`src/rtl/stack_machine_executor_assert.svh`:
```
// ----------------------------------------------------------------------------
// stack machine executor assertion macros
// concurrent check helpers, compiled out when ASSERT_OFF is defined
// ----------------------------------------------------------------------------
`ifndef STACK_MACHINE_EXECUTOR_ASSERT_SVH
`define STACK_MACHINE_EXECUTOR_ASSERT_SVH

`ifndef ASSERT_OFF
// same-cycle implication
`define SME_ASSERT_IMPLY(name, clk, rst, ante, cons) \
   name: assert property (@(posedge clk) disable iff (rst) (ante) |-> (cons)) \
      else $error("sme assertion failed");
// next-cycle implication
`define SME_ASSERT_NEXT(name, clk, rst, ante, cons) \
   name: assert property (@(posedge clk) disable iff (rst) (ante) |=> (cons)) \
      else $error("sme assertion failed");
`else
`define SME_ASSERT_IMPLY(name, clk, rst, ante, cons)
`define SME_ASSERT_NEXT(name, clk, rst, ante, cons)
`endif

`endif

```
`src/rtl/sme_pkg.sv`:
```
`timescale 1ns / 1ps
// ----------------------------------------------------------------------------
// sme_pkg
// opcodes, result codes and controller/datapath link types
// ----------------------------------------------------------------------------
package sme_pkg;

   localparam logic [3:0] OP_ADD    = 4'd0;
   localparam logic [3:0] OP_SUB    = 4'd1;
   localparam logic [3:0] OP_MUL    = 4'd2;
   localparam logic [3:0] OP_DIV    = 4'd3;
   localparam logic [3:0] OP_POP    = 4'd4;
   localparam logic [3:0] OP_PUSH   = 4'd5;
   localparam logic [3:0] OP_DUP    = 4'd6;
   localparam logic [3:0] OP_SWAP   = 4'd7;
   localparam logic [3:0] OP_PRINT  = 4'd8;
   localparam logic [3:0] OP_PRINTC = 4'd9;
   localparam logic [3:0] OP_INC    = 4'd10;
   localparam logic [3:0] OP_DEC    = 4'd11;
   localparam logic [3:0] OP_CALL   = 4'd12;
   localparam logic [3:0] OP_RET    = 4'd13;
   localparam logic [3:0] OP_NOP    = 4'd14;
   localparam logic [3:0] OP_HALT   = 4'd15;

   localparam logic [2:0] ERR_OK      = 3'd0;
   localparam logic [2:0] ERR_DUNDER  = 3'd1;
   localparam logic [2:0] ERR_DOVER   = 3'd2;
   localparam logic [2:0] ERR_DIVZERO = 3'd3;
   localparam logic [2:0] ERR_RUNDER  = 3'd4;
   localparam logic [2:0] ERR_ROVER   = 3'd5;

   localparam logic [1:0] KIND_NONE     = 2'd0;
   localparam logic [1:0] KIND_NUMBER   = 2'd1;
   localparam logic [1:0] KIND_CHAR     = 2'd2;
   localparam logic [1:0] KIND_NONASCII = 2'd3;

   localparam logic [7:0] ASCII_MAX = 8'd127;

   typedef struct packed {
      logic take;
      logic rd_second;
      logic cap_a;
      logic exec;
      logic div_step;
      logic div_wb;
      logic swap_wb;
      logic load_rsp;
   } sme_cmd_type;

   typedef struct packed {
      logic div_go;
      logic swap_go;
      logic div_done;
      logic halted;
   } sme_status_type;

endpackage

```
`src/rtl/sme_if.sv`:
```
`timescale 1ns / 1ps
// ----------------------------------------------------------------------------
// sme channel interfaces
// instruction channel and result channel, valid/ready
// ----------------------------------------------------------------------------
interface sme_req_if;
   logic               valid;
   logic               ready;
   logic [3:0]         command;
   logic signed [31:0] operand;

   modport source (output valid, command, operand, input ready);
   modport sink   (input valid, command, operand, output ready);
endinterface

interface sme_rsp_if;
   logic               valid;
   logic               ready;
   logic [15:0]        next_pc;
   logic [1:0]         print_kind;
   logic signed [31:0] print_value;
   logic               halted;
   logic [2:0]         error_code;

   modport source (output valid, next_pc, print_kind, print_value, halted, error_code,
                   input ready);
   modport sink   (input valid, next_pc, print_kind, print_value, halted, error_code,
                   output ready);
endinterface

```
`src/rtl/stack_machine_executor.sv`:
```
`timescale 1ns / 1ps
// ----------------------------------------------------------------------------
// stack_machine_executor
// executes one stack-machine instruction per item, one result item each
// ----------------------------------------------------------------------------
// usage
//   req channel: one item per instruction, command opcode plus the code word
//   that follows it (push value or call target)
//   rsp channel: one item per instruction with next pc, print output,
//   halted flag and error code
//   an instruction is accepted, its top and second data stack entries are
//   read in turn through the single read port of the data stack memory,
//   it executes, swap adds a second data stack write, div runs the serial
//   divider, and the result goes to the output register; a new
//   instruction is accepted only once the previous result is loaded
//   reset clears the stack counts, pc and halted flag; stack contents
//   are not cleared, and an entry is never used before being written
//   a stalled rsp holds its item in the output register; the next
//   instruction is still accepted and executed, and waits in a staging
//   register until the output register frees
// ----------------------------------------------------------------------------
`include "stack_machine_executor_assert.svh"

module stack_machine_executor import sme_pkg::*; #(
   parameter int DATA_DEPTH   = 64,
   parameter int RETURN_DEPTH = 16,
   parameter int PC_WIDTH     = 16
) (
   input logic       clock,
   input logic       reset,
   sme_req_if.sink   req,
   sme_rsp_if.source rsp
);

   sme_cmd_type    cmd;
   sme_status_type status;

   // sequencer
   sme_ctrl u_ctrl (
      .clock     (clock),
      .reset     (reset),
      .req_valid (req.valid),
      .req_ready (req.ready),
      .rsp_valid (rsp.valid),
      .rsp_ready (rsp.ready),
      .status    (status),
      .cmd       (cmd)
   );

   // stacks, alu, divider and result registers
   sme_datapath #(
      .DATA_DEPTH   (DATA_DEPTH),
      .RETURN_DEPTH (RETURN_DEPTH),
      .PC_WIDTH     (PC_WIDTH)
   ) u_datapath (
      .clock           (clock),
      .reset           (reset),
      .cmd             (cmd),
      .status          (status),
      .req_command     (req.command),
      .req_operand     (req.operand),
      .rsp_next_pc     (rsp.next_pc),
      .rsp_print_kind  (rsp.print_kind),
      .rsp_print_value (rsp.print_value),
      .rsp_halted      (rsp.halted),
      .rsp_error_code  (rsp.error_code)
   );

   // a faulted instruction prints nothing
   `SME_ASSERT_IMPLY(a_err_no_print, clock, reset, rsp.valid && rsp.error_code != ERR_OK, rsp.print_kind == KIND_NONE)
   // a halted machine reports neither error nor print
   `SME_ASSERT_IMPLY(a_halt_quiet, clock, reset, rsp.valid && rsp.halted, rsp.error_code == ERR_OK && rsp.print_kind == KIND_NONE)
   // halt is sticky until reset
   `SME_ASSERT_NEXT(a_halt_sticky, clock, reset, status.halted, status.halted)

endmodule

```
`src/rtl/sme_datapath.sv`:
```
`timescale 1ns / 1ps
// ----------------------------------------------------------------------------
// sme_datapath
// stacks, program counter, alu, serial divider and result registers
// ----------------------------------------------------------------------------
module sme_datapath import sme_pkg::*; #(
   parameter int DATA_DEPTH   = 64,
   parameter int RETURN_DEPTH = 16,
   parameter int PC_WIDTH     = 16
) (
   input  logic               clock,
   input  logic               reset,
   input  sme_cmd_type        cmd,
   output sme_status_type     status,
   input  logic [3:0]         req_command,
   input  logic signed [31:0] req_operand,
   output logic [15:0]        rsp_next_pc,
   output logic [1:0]         rsp_print_kind,
   output logic signed [31:0] rsp_print_value,
   output logic               rsp_halted,
   output logic [2:0]         rsp_error_code
);

   localparam int DAW = $clog2(DATA_DEPTH);
   localparam int DCW = $clog2(DATA_DEPTH + 1);
   localparam int RAW = (RETURN_DEPTH > 1) ? $clog2(RETURN_DEPTH) : 1;
   localparam int RCW = $clog2(RETURN_DEPTH + 1);

   logic [31:0]         dmem [DATA_DEPTH];
   logic [PC_WIDTH-1:0] rmem [RETURN_DEPTH];

   logic [3:0]          op_ff;
   logic [31:0]         opnd_ff;
   logic [31:0]         a_ff;
   logic [31:0]         rd_ff;
   logic [PC_WIDTH-1:0] rs_rd_ff;
   logic [DCW-1:0]      dcnt_ff;
   logic [RCW-1:0]      rcnt_ff;
   logic [PC_WIDTH-1:0] pc_ff;
   logic                halt_ff;

   logic [31:0]         dq_ff;
   logic [31:0]         rem_ff;
   logic [31:0]         dvs_ff;
   logic [5:0]          step_ff;
   logic                qneg_ff;

   logic [PC_WIDTH-1:0] res_npc_ff;
   logic [1:0]          res_kind_ff;
   logic [31:0]         res_pval_ff;
   logic                res_halt_ff;
   logic [2:0]          res_err_ff;

   logic [15:0]         out_npc_ff;
   logic [1:0]          out_kind_ff;
   logic [31:0]         out_pval_ff;
   logic                out_halt_ff;
   logic [2:0]          out_err_ff;

   logic [DCW-1:0]      dm1, dm2, dp1;
   logic [RCW-1:0]      rm1;
   logic [PC_WIDTH-1:0] pc1, pc2;
   logic                under1, under2, full, rfull, rempty;

   logic [2:0]          err;
   logic [1:0]          kind;
   logic [31:0]         pval;
   logic [PC_WIDTH-1:0] npc;
   logic [DCW-1:0]      ncnt;
   logic [RCW-1:0]      nrcnt;
   logic                nhalt;
   logic                wen;
   logic [DAW-1:0]      waddr;
   logic [31:0]         wdata;
   logic                rs_wen;
   logic                div_go;
   logic                swap_go;

   logic                mem_we;
   logic [DAW-1:0]      mem_wa;
   logic [31:0]         mem_wd;
   logic [DAW-1:0]      mem_ra;

   logic [32:0]         rem_sh;
   logic [33:0]         diff;
   logic                ge;
   logic [31:0]         quot;

   assign dm1    = dcnt_ff - DCW'(1);
   assign dm2    = dcnt_ff - DCW'(2);
   assign dp1    = dcnt_ff + DCW'(1);
   assign rm1    = rcnt_ff - RCW'(1);
   assign pc1    = pc_ff + PC_WIDTH'(1);
   assign pc2    = pc_ff + PC_WIDTH'(2);
   assign under1 = (dcnt_ff == '0);
   assign under2 = (dcnt_ff < DCW'(2));
   assign full   = (dcnt_ff == DCW'(DATA_DEPTH));
   assign rfull  = (rcnt_ff == RCW'(RETURN_DEPTH));
   assign rempty = (rcnt_ff == '0);

   // instruction decode and stack effects, a_ff is top, rd_ff the entry below
   always_comb begin
      err     = ERR_OK;
      kind    = KIND_NONE;
      pval    = '0;
      npc     = pc_ff;
      ncnt    = dcnt_ff;
      nrcnt   = rcnt_ff;
      nhalt   = halt_ff;
      wen     = 1'b0;
      waddr   = dm1[DAW-1:0];
      wdata   = '0;
      rs_wen  = 1'b0;
      div_go  = 1'b0;
      swap_go = 1'b0;
      if (!halt_ff) begin
         npc = pc1;
         unique case (op_ff) inside
            OP_ADD, OP_SUB, OP_MUL, OP_DIV: begin
               if (under2) begin
                  err = ERR_DUNDER;
               end else if (op_ff == OP_DIV && a_ff == '0) begin
                  err = ERR_DIVZERO;
               end else begin
                  ncnt   = dm1;
                  waddr  = dm2[DAW-1:0];
                  wen    = (op_ff != OP_DIV);
                  div_go = (op_ff == OP_DIV);
                  case (op_ff)
                     OP_ADD:  wdata = rd_ff + a_ff;
                     OP_SUB:  wdata = rd_ff - a_ff;
                     default: wdata = rd_ff * a_ff;
                  endcase
               end
            end
            OP_POP: begin
               if (under1) err = ERR_DUNDER;
               else ncnt = dm1;
            end
            OP_PUSH: begin
               if (full) begin
                  err = ERR_DOVER;
               end else begin
                  wen   = 1'b1;
                  waddr = dcnt_ff[DAW-1:0];
                  wdata = opnd_ff;
                  ncnt  = dp1;
                  npc   = pc2;
               end
            end
            OP_DUP: begin
               if (under1) begin
                  err = ERR_DUNDER;
               end else if (full) begin
                  err = ERR_DOVER;
               end else begin
                  wen   = 1'b1;
                  waddr = dcnt_ff[DAW-1:0];
                  wdata = a_ff;
                  ncnt  = dp1;
               end
            end
            OP_SWAP: begin
               if (under2) begin
                  err = ERR_DUNDER;
               end else begin
                  wen     = 1'b1;
                  wdata   = rd_ff;
                  swap_go = 1'b1;
               end
            end
            OP_PRINT, OP_PRINTC: begin
               if (under1) begin
                  err = ERR_DUNDER;
               end else begin
                  pval = a_ff;
                  if (op_ff == OP_PRINT) kind = KIND_NUMBER;
                  else if (a_ff[7:0] <= ASCII_MAX) kind = KIND_CHAR;
                  else kind = KIND_NONASCII;
               end
            end
            OP_INC, OP_DEC: begin
               if (under1) begin
                  err = ERR_DUNDER;
               end else begin
                  wen   = 1'b1;
                  wdata = (op_ff == OP_INC) ? a_ff + 32'd1 : a_ff - 32'd1;
               end
            end
            OP_CALL: begin
               if (rfull) begin
                  err = ERR_ROVER;
               end else begin
                  rs_wen = 1'b1;
                  nrcnt  = rcnt_ff + RCW'(1);
                  npc    = opnd_ff[PC_WIDTH-1:0];
               end
            end
            OP_RET: begin
               if (rempty) begin
                  err = ERR_RUNDER;
               end else begin
                  nrcnt = rm1;
                  npc   = rs_rd_ff;
               end
            end
            OP_NOP: begin
            end
            OP_HALT: begin
               nhalt = 1'b1;
               npc   = pc_ff;
            end
         endcase
         if (err != ERR_OK) npc = pc_ff;
      end
   end

   assign status.div_go   = div_go;
   assign status.swap_go  = swap_go;
   assign status.div_done = (step_ff == 6'd32);
   assign status.halted   = halt_ff;

   // serial restoring divider, one quotient bit per cycle
   assign rem_sh = {rem_ff, dq_ff[31]};
   assign diff   = {1'b0, rem_sh} - {2'b00, dvs_ff};
   assign ge     = !diff[33];
   assign quot   = qneg_ff ? (32'd0 - dq_ff) : dq_ff;

   always_ff @(posedge clock) begin
      if (cmd.exec && div_go) begin
         dq_ff   <= rd_ff[31] ? (32'd0 - rd_ff) : rd_ff;
         dvs_ff  <= a_ff[31] ? (32'd0 - a_ff) : a_ff;
         rem_ff  <= '0;
         step_ff <= '0;
         qneg_ff <= rd_ff[31] ^ a_ff[31];
      end else if (cmd.div_step) begin
         rem_ff  <= ge ? diff[31:0] : rem_sh[31:0];
         dq_ff   <= {dq_ff[30:0], ge};
         step_ff <= step_ff + 6'd1;
      end
   end

   // data stack memory, one write and one registered read per cycle
   always_comb begin
      mem_we = (cmd.exec && wen) || cmd.div_wb || cmd.swap_wb;
      mem_wa = waddr;
      mem_wd = wdata;
      if (cmd.div_wb) begin
         mem_wa = dm1[DAW-1:0];
         mem_wd = quot;
      end else if (cmd.swap_wb) begin
         mem_wa = dm2[DAW-1:0];
         mem_wd = a_ff;
      end
      mem_ra = cmd.rd_second ? dm2[DAW-1:0] : dm1[DAW-1:0];
   end

   always_ff @(posedge clock) begin
      if (mem_we) dmem[mem_wa] <= mem_wd;
      rd_ff <= dmem[mem_ra];
   end

   always_ff @(posedge clock) begin
      if (cmd.exec && rs_wen) rmem[rcnt_ff[RAW-1:0]] <= pc2;
      rs_rd_ff <= rmem[rm1[RAW-1:0]];
   end

   always_ff @(posedge clock) begin
      if (reset) begin
         dcnt_ff <= '0;
         rcnt_ff <= '0;
         pc_ff   <= '0;
         halt_ff <= 1'b0;
      end else if (cmd.exec) begin
         dcnt_ff <= ncnt;
         rcnt_ff <= nrcnt;
         pc_ff   <= npc;
         halt_ff <= nhalt;
      end
   end

   always_ff @(posedge clock) begin
      if (cmd.take) begin
         op_ff   <= req_command;
         opnd_ff <= req_operand;
      end
      if (cmd.cap_a) a_ff <= rd_ff;
      if (cmd.exec) begin
         res_npc_ff  <= npc;
         res_kind_ff <= kind;
         res_pval_ff <= pval;
         res_halt_ff <= nhalt;
         res_err_ff  <= err;
      end
      if (cmd.load_rsp) begin
         out_npc_ff  <= 16'(res_npc_ff);
         out_kind_ff <= res_kind_ff;
         out_pval_ff <= res_pval_ff;
         out_halt_ff <= res_halt_ff;
         out_err_ff  <= res_err_ff;
      end
   end

   assign rsp_next_pc     = out_npc_ff;
   assign rsp_print_kind  = out_kind_ff;
   assign rsp_print_value = out_pval_ff;
   assign rsp_halted      = out_halt_ff;
   assign rsp_error_code  = out_err_ff;

endmodule

```
`src/rtl/sme_ctrl.sv`:
```
`timescale 1ns / 1ps
// ----------------------------------------------------------------------------
// sme_ctrl
// sequencer: fetch stack operands, execute, divide or swap write-back, hand over result
// ----------------------------------------------------------------------------
module sme_ctrl import sme_pkg::*; (
   input  logic           clock,
   input  logic           reset,
   input  logic           req_valid,
   output logic           req_ready,
   output logic           rsp_valid,
   input  logic           rsp_ready,
   input  sme_status_type status,
   output sme_cmd_type    cmd
);

   localparam logic [2:0] S_IDLE = 3'd0;
   localparam logic [2:0] S_RDB  = 3'd1;
   localparam logic [2:0] S_EXEC = 3'd2;
   localparam logic [2:0] S_DIV  = 3'd3;
   localparam logic [2:0] S_SWAP = 3'd4;
   localparam logic [2:0] S_FIN  = 3'd5;

   logic [2:0] state_ff, state_in;
   logic       valid_ff, valid_in;

   always_comb begin
      cmd       = '0;
      state_in  = state_ff;
      req_ready = 1'b0;
      unique case (state_ff)
         S_IDLE: begin
            req_ready = 1'b1;
            if (req_valid) begin
               cmd.take = 1'b1;
               state_in = S_RDB;
            end
         end
         S_RDB: begin
            cmd.cap_a     = 1'b1;
            cmd.rd_second = 1'b1;
            state_in      = S_EXEC;
         end
         S_EXEC: begin
            cmd.exec = 1'b1;
            if (status.div_go) state_in = S_DIV;
            else if (status.swap_go) state_in = S_SWAP;
            else state_in = S_FIN;
         end
         S_DIV: begin
            if (status.div_done) begin
               cmd.div_wb = 1'b1;
               state_in   = S_FIN;
            end else begin
               cmd.div_step = 1'b1;
            end
         end
         S_SWAP: begin
            cmd.swap_wb = 1'b1;
            state_in    = S_FIN;
         end
         S_FIN: begin
            if (!valid_ff || rsp_ready) begin
               cmd.load_rsp = 1'b1;
               state_in     = S_IDLE;
            end
         end
         default: state_in = S_IDLE;
      endcase
   end

   always_comb begin
      valid_in = valid_ff;
      if (cmd.load_rsp) valid_in = 1'b1;
      else if (rsp_ready) valid_in = 1'b0;
   end

   always_ff @(posedge clock) begin
      if (reset) begin
         state_ff <= S_IDLE;
         valid_ff <= 1'b0;
      end else begin
         state_ff <= state_in;
         valid_ff <= valid_in;
      end
   end

   assign rsp_valid = valid_ff;

endmodule
```
`src/flat_wrapper.sv`:
```
// flat-port wrapper written by rule: the top's interface ports become plain ports
module stack_machine_executor_flat import sme_pkg::*;
#(
   parameter int DATA_DEPTH   = 64,
   parameter int RETURN_DEPTH = 16,
   parameter int PC_WIDTH     = 16
)
  (clock, reset, req_valid, req_command, req_operand, req_ready, rsp_valid, rsp_next_pc, rsp_print_kind, rsp_print_value, rsp_halted, rsp_error_code, rsp_ready);
  sme_req_if req_i ();
  sme_rsp_if rsp_i ();
  input logic clock;
  input logic reset;
  input wire logic [$bits(req_i.valid)-1:0] req_valid;
  input wire logic [$bits(req_i.command)-1:0] req_command;
  input wire logic [$bits(req_i.operand)-1:0] req_operand;
  output wire logic [$bits(req_i.ready)-1:0] req_ready;
  output wire logic [$bits(rsp_i.valid)-1:0] rsp_valid;
  output wire logic [$bits(rsp_i.next_pc)-1:0] rsp_next_pc;
  output wire logic [$bits(rsp_i.print_kind)-1:0] rsp_print_kind;
  output wire logic [$bits(rsp_i.print_value)-1:0] rsp_print_value;
  output wire logic [$bits(rsp_i.halted)-1:0] rsp_halted;
  output wire logic [$bits(rsp_i.error_code)-1:0] rsp_error_code;
  input wire logic [$bits(rsp_i.ready)-1:0] rsp_ready;
  assign req_i.valid = req_valid;
  assign req_i.command = req_command;
  assign req_i.operand = req_operand;
  assign req_ready = req_i.ready;
  assign rsp_valid = rsp_i.valid;
  assign rsp_next_pc = rsp_i.next_pc;
  assign rsp_print_kind = rsp_i.print_kind;
  assign rsp_print_value = rsp_i.print_value;
  assign rsp_halted = rsp_i.halted;
  assign rsp_error_code = rsp_i.error_code;
  assign rsp_i.ready = rsp_ready;
  stack_machine_executor #(.DATA_DEPTH(DATA_DEPTH), .RETURN_DEPTH(RETURN_DEPTH), .PC_WIDTH(PC_WIDTH)) u_core (.clock(clock), .reset(reset), .req(req_i), .rsp(rsp_i));
endmodule
```
`config.mk`:
```
export PLATFORM = sky130hd
export DESIGN_NAME = stack_machine_executor_flat
export DESIGN_NICKNAME = d
export VERILOG_FILES = /design/src/rtl/sme_pkg.sv /design/src/rtl/sme_if.sv /design/src/rtl/stack_machine_executor.sv /design/src/rtl/sme_datapath.sv /design/src/rtl/sme_ctrl.sv /design/src/flat_wrapper.sv
export VERILOG_INCLUDE_DIRS = /design/src /design/src/rtl
export SDC_FILE = /design/constraint.sdc
export NUM_CORES = 2
export LEC_CHECK = 0
export ABC_AREA = 0
export ABC_CLOCK_PERIOD_IN_PS = 11700
export BUFFER_PORTS_ARGS = -buffer_cell sky130_fd_sc_hd__buf_2
export CAP_MARGIN = 15
export CORE_MARGIN = 2
export CORE_UTILIZATION = 64
export CTS_CLUSTER_DIAMETER = 80
export DETAILED_ROUTE_END_ITERATION = 16
export PLACE_DENSITY = 0.9
export SYNTH_ARGS = -nofsm -noshare
export SYNTH_HDL_FRONTEND = slang
export SYNTH_SLANG_ARGS = --single-unit
```
`constraint.sdc`:
```
create_clock -name clock -period 11.7 [get_ports clock]
set_clock_uncertainty 0.15 [all_clocks]
set_input_delay 2.34 -clock clock [delete_from_list [all_inputs] [get_ports clock]]
set_output_delay 2.34 -clock clock [all_outputs]
set_load 0.02 [all_outputs]
```
==> flow_summary.ini <==
[layout]
fill_cells = 11260
areaGrowthSynthToFinish_pct = 10.96
final_cells = 10970
num-nets-final = 8799
drive_above_1_share_pct = 18.02

[drt]
vias = 80280
wire_per_inst_um = 36.75
dr.first_iter.drc_count = 14400
wl_um = 403000
drt-pass1-iter-count = 13
drc_errors = 0
routed_via_density = 7.321
final_antenna_net_count = 0

[timing]
maxSlewHeadroom_pct = 5.432
hold_slack_ns = 0.2561
setup_viol = 0
min_period_over_period_pct = 79.03
tightestPinTransition_ns = 1.419
period_needed_ns = 9.246
hold_viol_final = 0
fmax_mhz = 108.2
drv_slew = 0
layout_setup_ws_ns = 2.454
fin_tns_setup_ns = 0
rsz0062_at_grt = no

[logic_synthesis]
ys_ff_latch = 2664
synthMostInstantiatedCell = edfxtp_1
synth_xor_area_share_pct = 2.274
synthTopCellsByArea = edfxtp_1, mux4_2, fa_1
synth-compound-area-share_pct = 5.814
synthesis.nets = 8646
yosys.area.top_type = edfxtp_1
yosys.area_share.simple_pct = 6.057
synth_adder_area_share_pct = 8.832
syn_area_per_cell_um2 = 15.87
synth_top_cell_area_share_pct = 60.51
synth_seq_area_share_pct = 62.39
synth.distinct_cells = 85
synth_top_family_by_area = multiplexers
yosys_most_used_dff = edfxtp_1
async_reset_ff_share_pct = 0
ys.warnings.count = 0
muxShareOfSynthArea_pct = 11.72
synth_enable_flop_cells = 2545
syn_inst = 7961
syn_area_um2 = 126300
synth_commonest_cells = edfxtp_1, mux4_2, inv_1

[clocking]
cts_root_buf = clkbuf_16
htreeDepth = 5
cts.sinks = 2664
holdBufCountCts = 0
cts.clk_slew.worst_paths_ns = 0.07
cts_tree = built
clk_latency_ns = 0.97
cts-buffers-inserted = 280
ctsResizeCount = 0
cts_buffer_depth = 4
cts_setup_buffers = 0

[global_routing]
grt_use_total_pct = 40.57
grt_pass1_wl_um = 571400
grt_max_degree = 128
overflow = 0
grt_pass1_vias = 79260
antenna_found_initial = 24

[die]
die_w_um = 448.2
io_pins = 96
row_count = 163
dieArea_um2 = 200900
start_util_pct = 64.18
die_h_um = 448.2
coreArea_um2 = 196800

[place]
dp_hpwl_um = 220100
gp_routability_congestion = 0.9909
numPortBuffers = 95
dp_slack_ns = 2.422
placedCellCount = 10460

[worst_hold_path]
hold_class = reg2reg

[setup_path]
end_kind = register
required_ns = 12.15
cp_num_buf_inv = 4
cpMostUsedCell = fa_1
cp_top_family = adder cells
slowest_delay_ns = 0.61
crit_slowest_cell = buf_4
cp_max_fo = 64
critPathLaunchType = register
cp.arrival_ns = 9.70
critPathKind = reg2reg

[outcome]
status = finished clean

[flow_run]
maxCapViolCount = 0
==> registers in the layout (all words and copies together), names as in the netlist, 7 cells and up <==
| signal | cells |
|---|---|
| u_core.u_datapath.dcnt_ff | 7 |
| u_core.u_datapath.dmem | 2048 |
| u_core.u_datapath.res_pval_ff | 32 |
| u_core.u_datapath.rsp_print_value | 32 |
| u_core.u_datapath.rs_rd_ff | 16 |
| u_core.u_datapath.rem_ff | 32 |
| u_core.u_datapath.rd_ff | 32 |
| u_core.u_datapath.dq_ff | 32 |
| u_core.u_datapath.rmem | 256 |
| u_core.u_datapath.opnd_ff | 32 |
| u_core.u_datapath.a_ff | 32 |
| u_core.u_datapath.pc_ff | 16 |
| u_core.u_datapath.rsp_next_pc | 16 |
| u_core.u_datapath.res_npc_ff | 16 |
| u_core.u_datapath.dvs_ff | 32 |
==> metal layers <==
metal | wire length (um) | track usage [%] | vias up | share of wire [%]
met5 | 207 | 0 | - | 0.051
met2 | 186500 | 63.17 | 7967 | 46
li1 | - | - | 30430 | -
met4 | 40120 | 30.40 | 18 | 10
met1 | 123200 | 48.74 | 39700 | 31
met3 | 52990 | 11.20 | 2163 | 13
==> metrics by stage <==
stage / utilization, % / instance area (um2)
after floorplan: - / 126300
after detailed placement: 66.62 / 131100
after global routing: 71.20 / 140100
after CTS: 71.09 / 139900
final: 71.21 / 140100
after global placement: 66.61 / 131100
==> logic make-up (layout without fill, tap and decap cells) <==
family,count (synthesis),after routing
DFF,2664,2664
buffers and inverters,949,1302
other,0,11
adders and majority gates,645,645
and+or+nand+nor,1518,1518
AOI/OAI and AO/OA,1119,1119
muxes,738,738
xor gates and xnor gates,328,328
==> cell usage in the layout, fill, tap and decap left out, types with 192 or more instances in the layout <==
cell type	count
edfxtp_1	2545
mux4_2	592
inv_1	464
nand2_1	460
fa_1	411
and2_1	342
a21oi_1	308
clkbuf_16	290
a211oi_1	246
buf_4	235
ha_1	233
nor2_1	211
xnor2_1	192
==> worst register-to-register path: stages, from the launching register on <==
cell,delay (ns)
edfxtp_1,0.55
buf_4,0.39
and2_1,0.23
fa_1,0.42
inv_1,0.08
fa_1,0.43
fa_1,0.49
fa_1,0.57
inv_1,0.05
ha_1,0.27
ha_1,0.28
fa_1,0.50
fa_1,0.42
ha_1,0.35
a21oi_1,0.37
o21ai_0,0.18
a31oi_1,0.38
o22ai_1,0.28
a21oi_1,0.34
o21ai_0,0.18
a211oi_1,0.41
a21oi_1,0.16
xor2_1,0.22
nand3_1,0.34
o211ai_1,0.27
buf_4,0.62
==> layout make-up <==
class	instances	area (um2)	area share (%)
sequential	2664	78810	56.23
multi-input combinational	4348	44840	31.99
clock buffer	352	7550	5.387
tap	2640	3303	2.357
timing repair buffer	351	2613	1.864
inverter	469	1760	1.256
clock inverter	130	1249	0.8910
antenna	11	27.53	0.01964
==> final timing paths <==
check                                                 start                                    endpoint  slack (ns)  cells after the start
setup / recovery        u_core.u_datapath.a_ff[3]$_DFFE_PP_    u_core.u_datapath.dmem[42][30]$_DFFE_PP_        2.45                     25
hold reg to reg   u_core.u_datapath.res_npc_ff[6]$_DFFE_PN_  u_core.u_datapath.rsp_next_pc[6]$_DFFE_PP_        0.26                      0
hold / removal    u_core.u_datapath.res_npc_ff[6]$_DFFE_PN_  u_core.u_datapath.rsp_next_pc[6]$_DFFE_PP_        0.26                      0
setup reg to reg        u_core.u_datapath.a_ff[3]$_DFFE_PP_    u_core.u_datapath.dmem[42][30]$_DFFE_PP_        2.45                     25
Power is left out: the tool's default activity adds up to more than one toggle a clock period on the data nets, which glitch-free logic cannot reach.
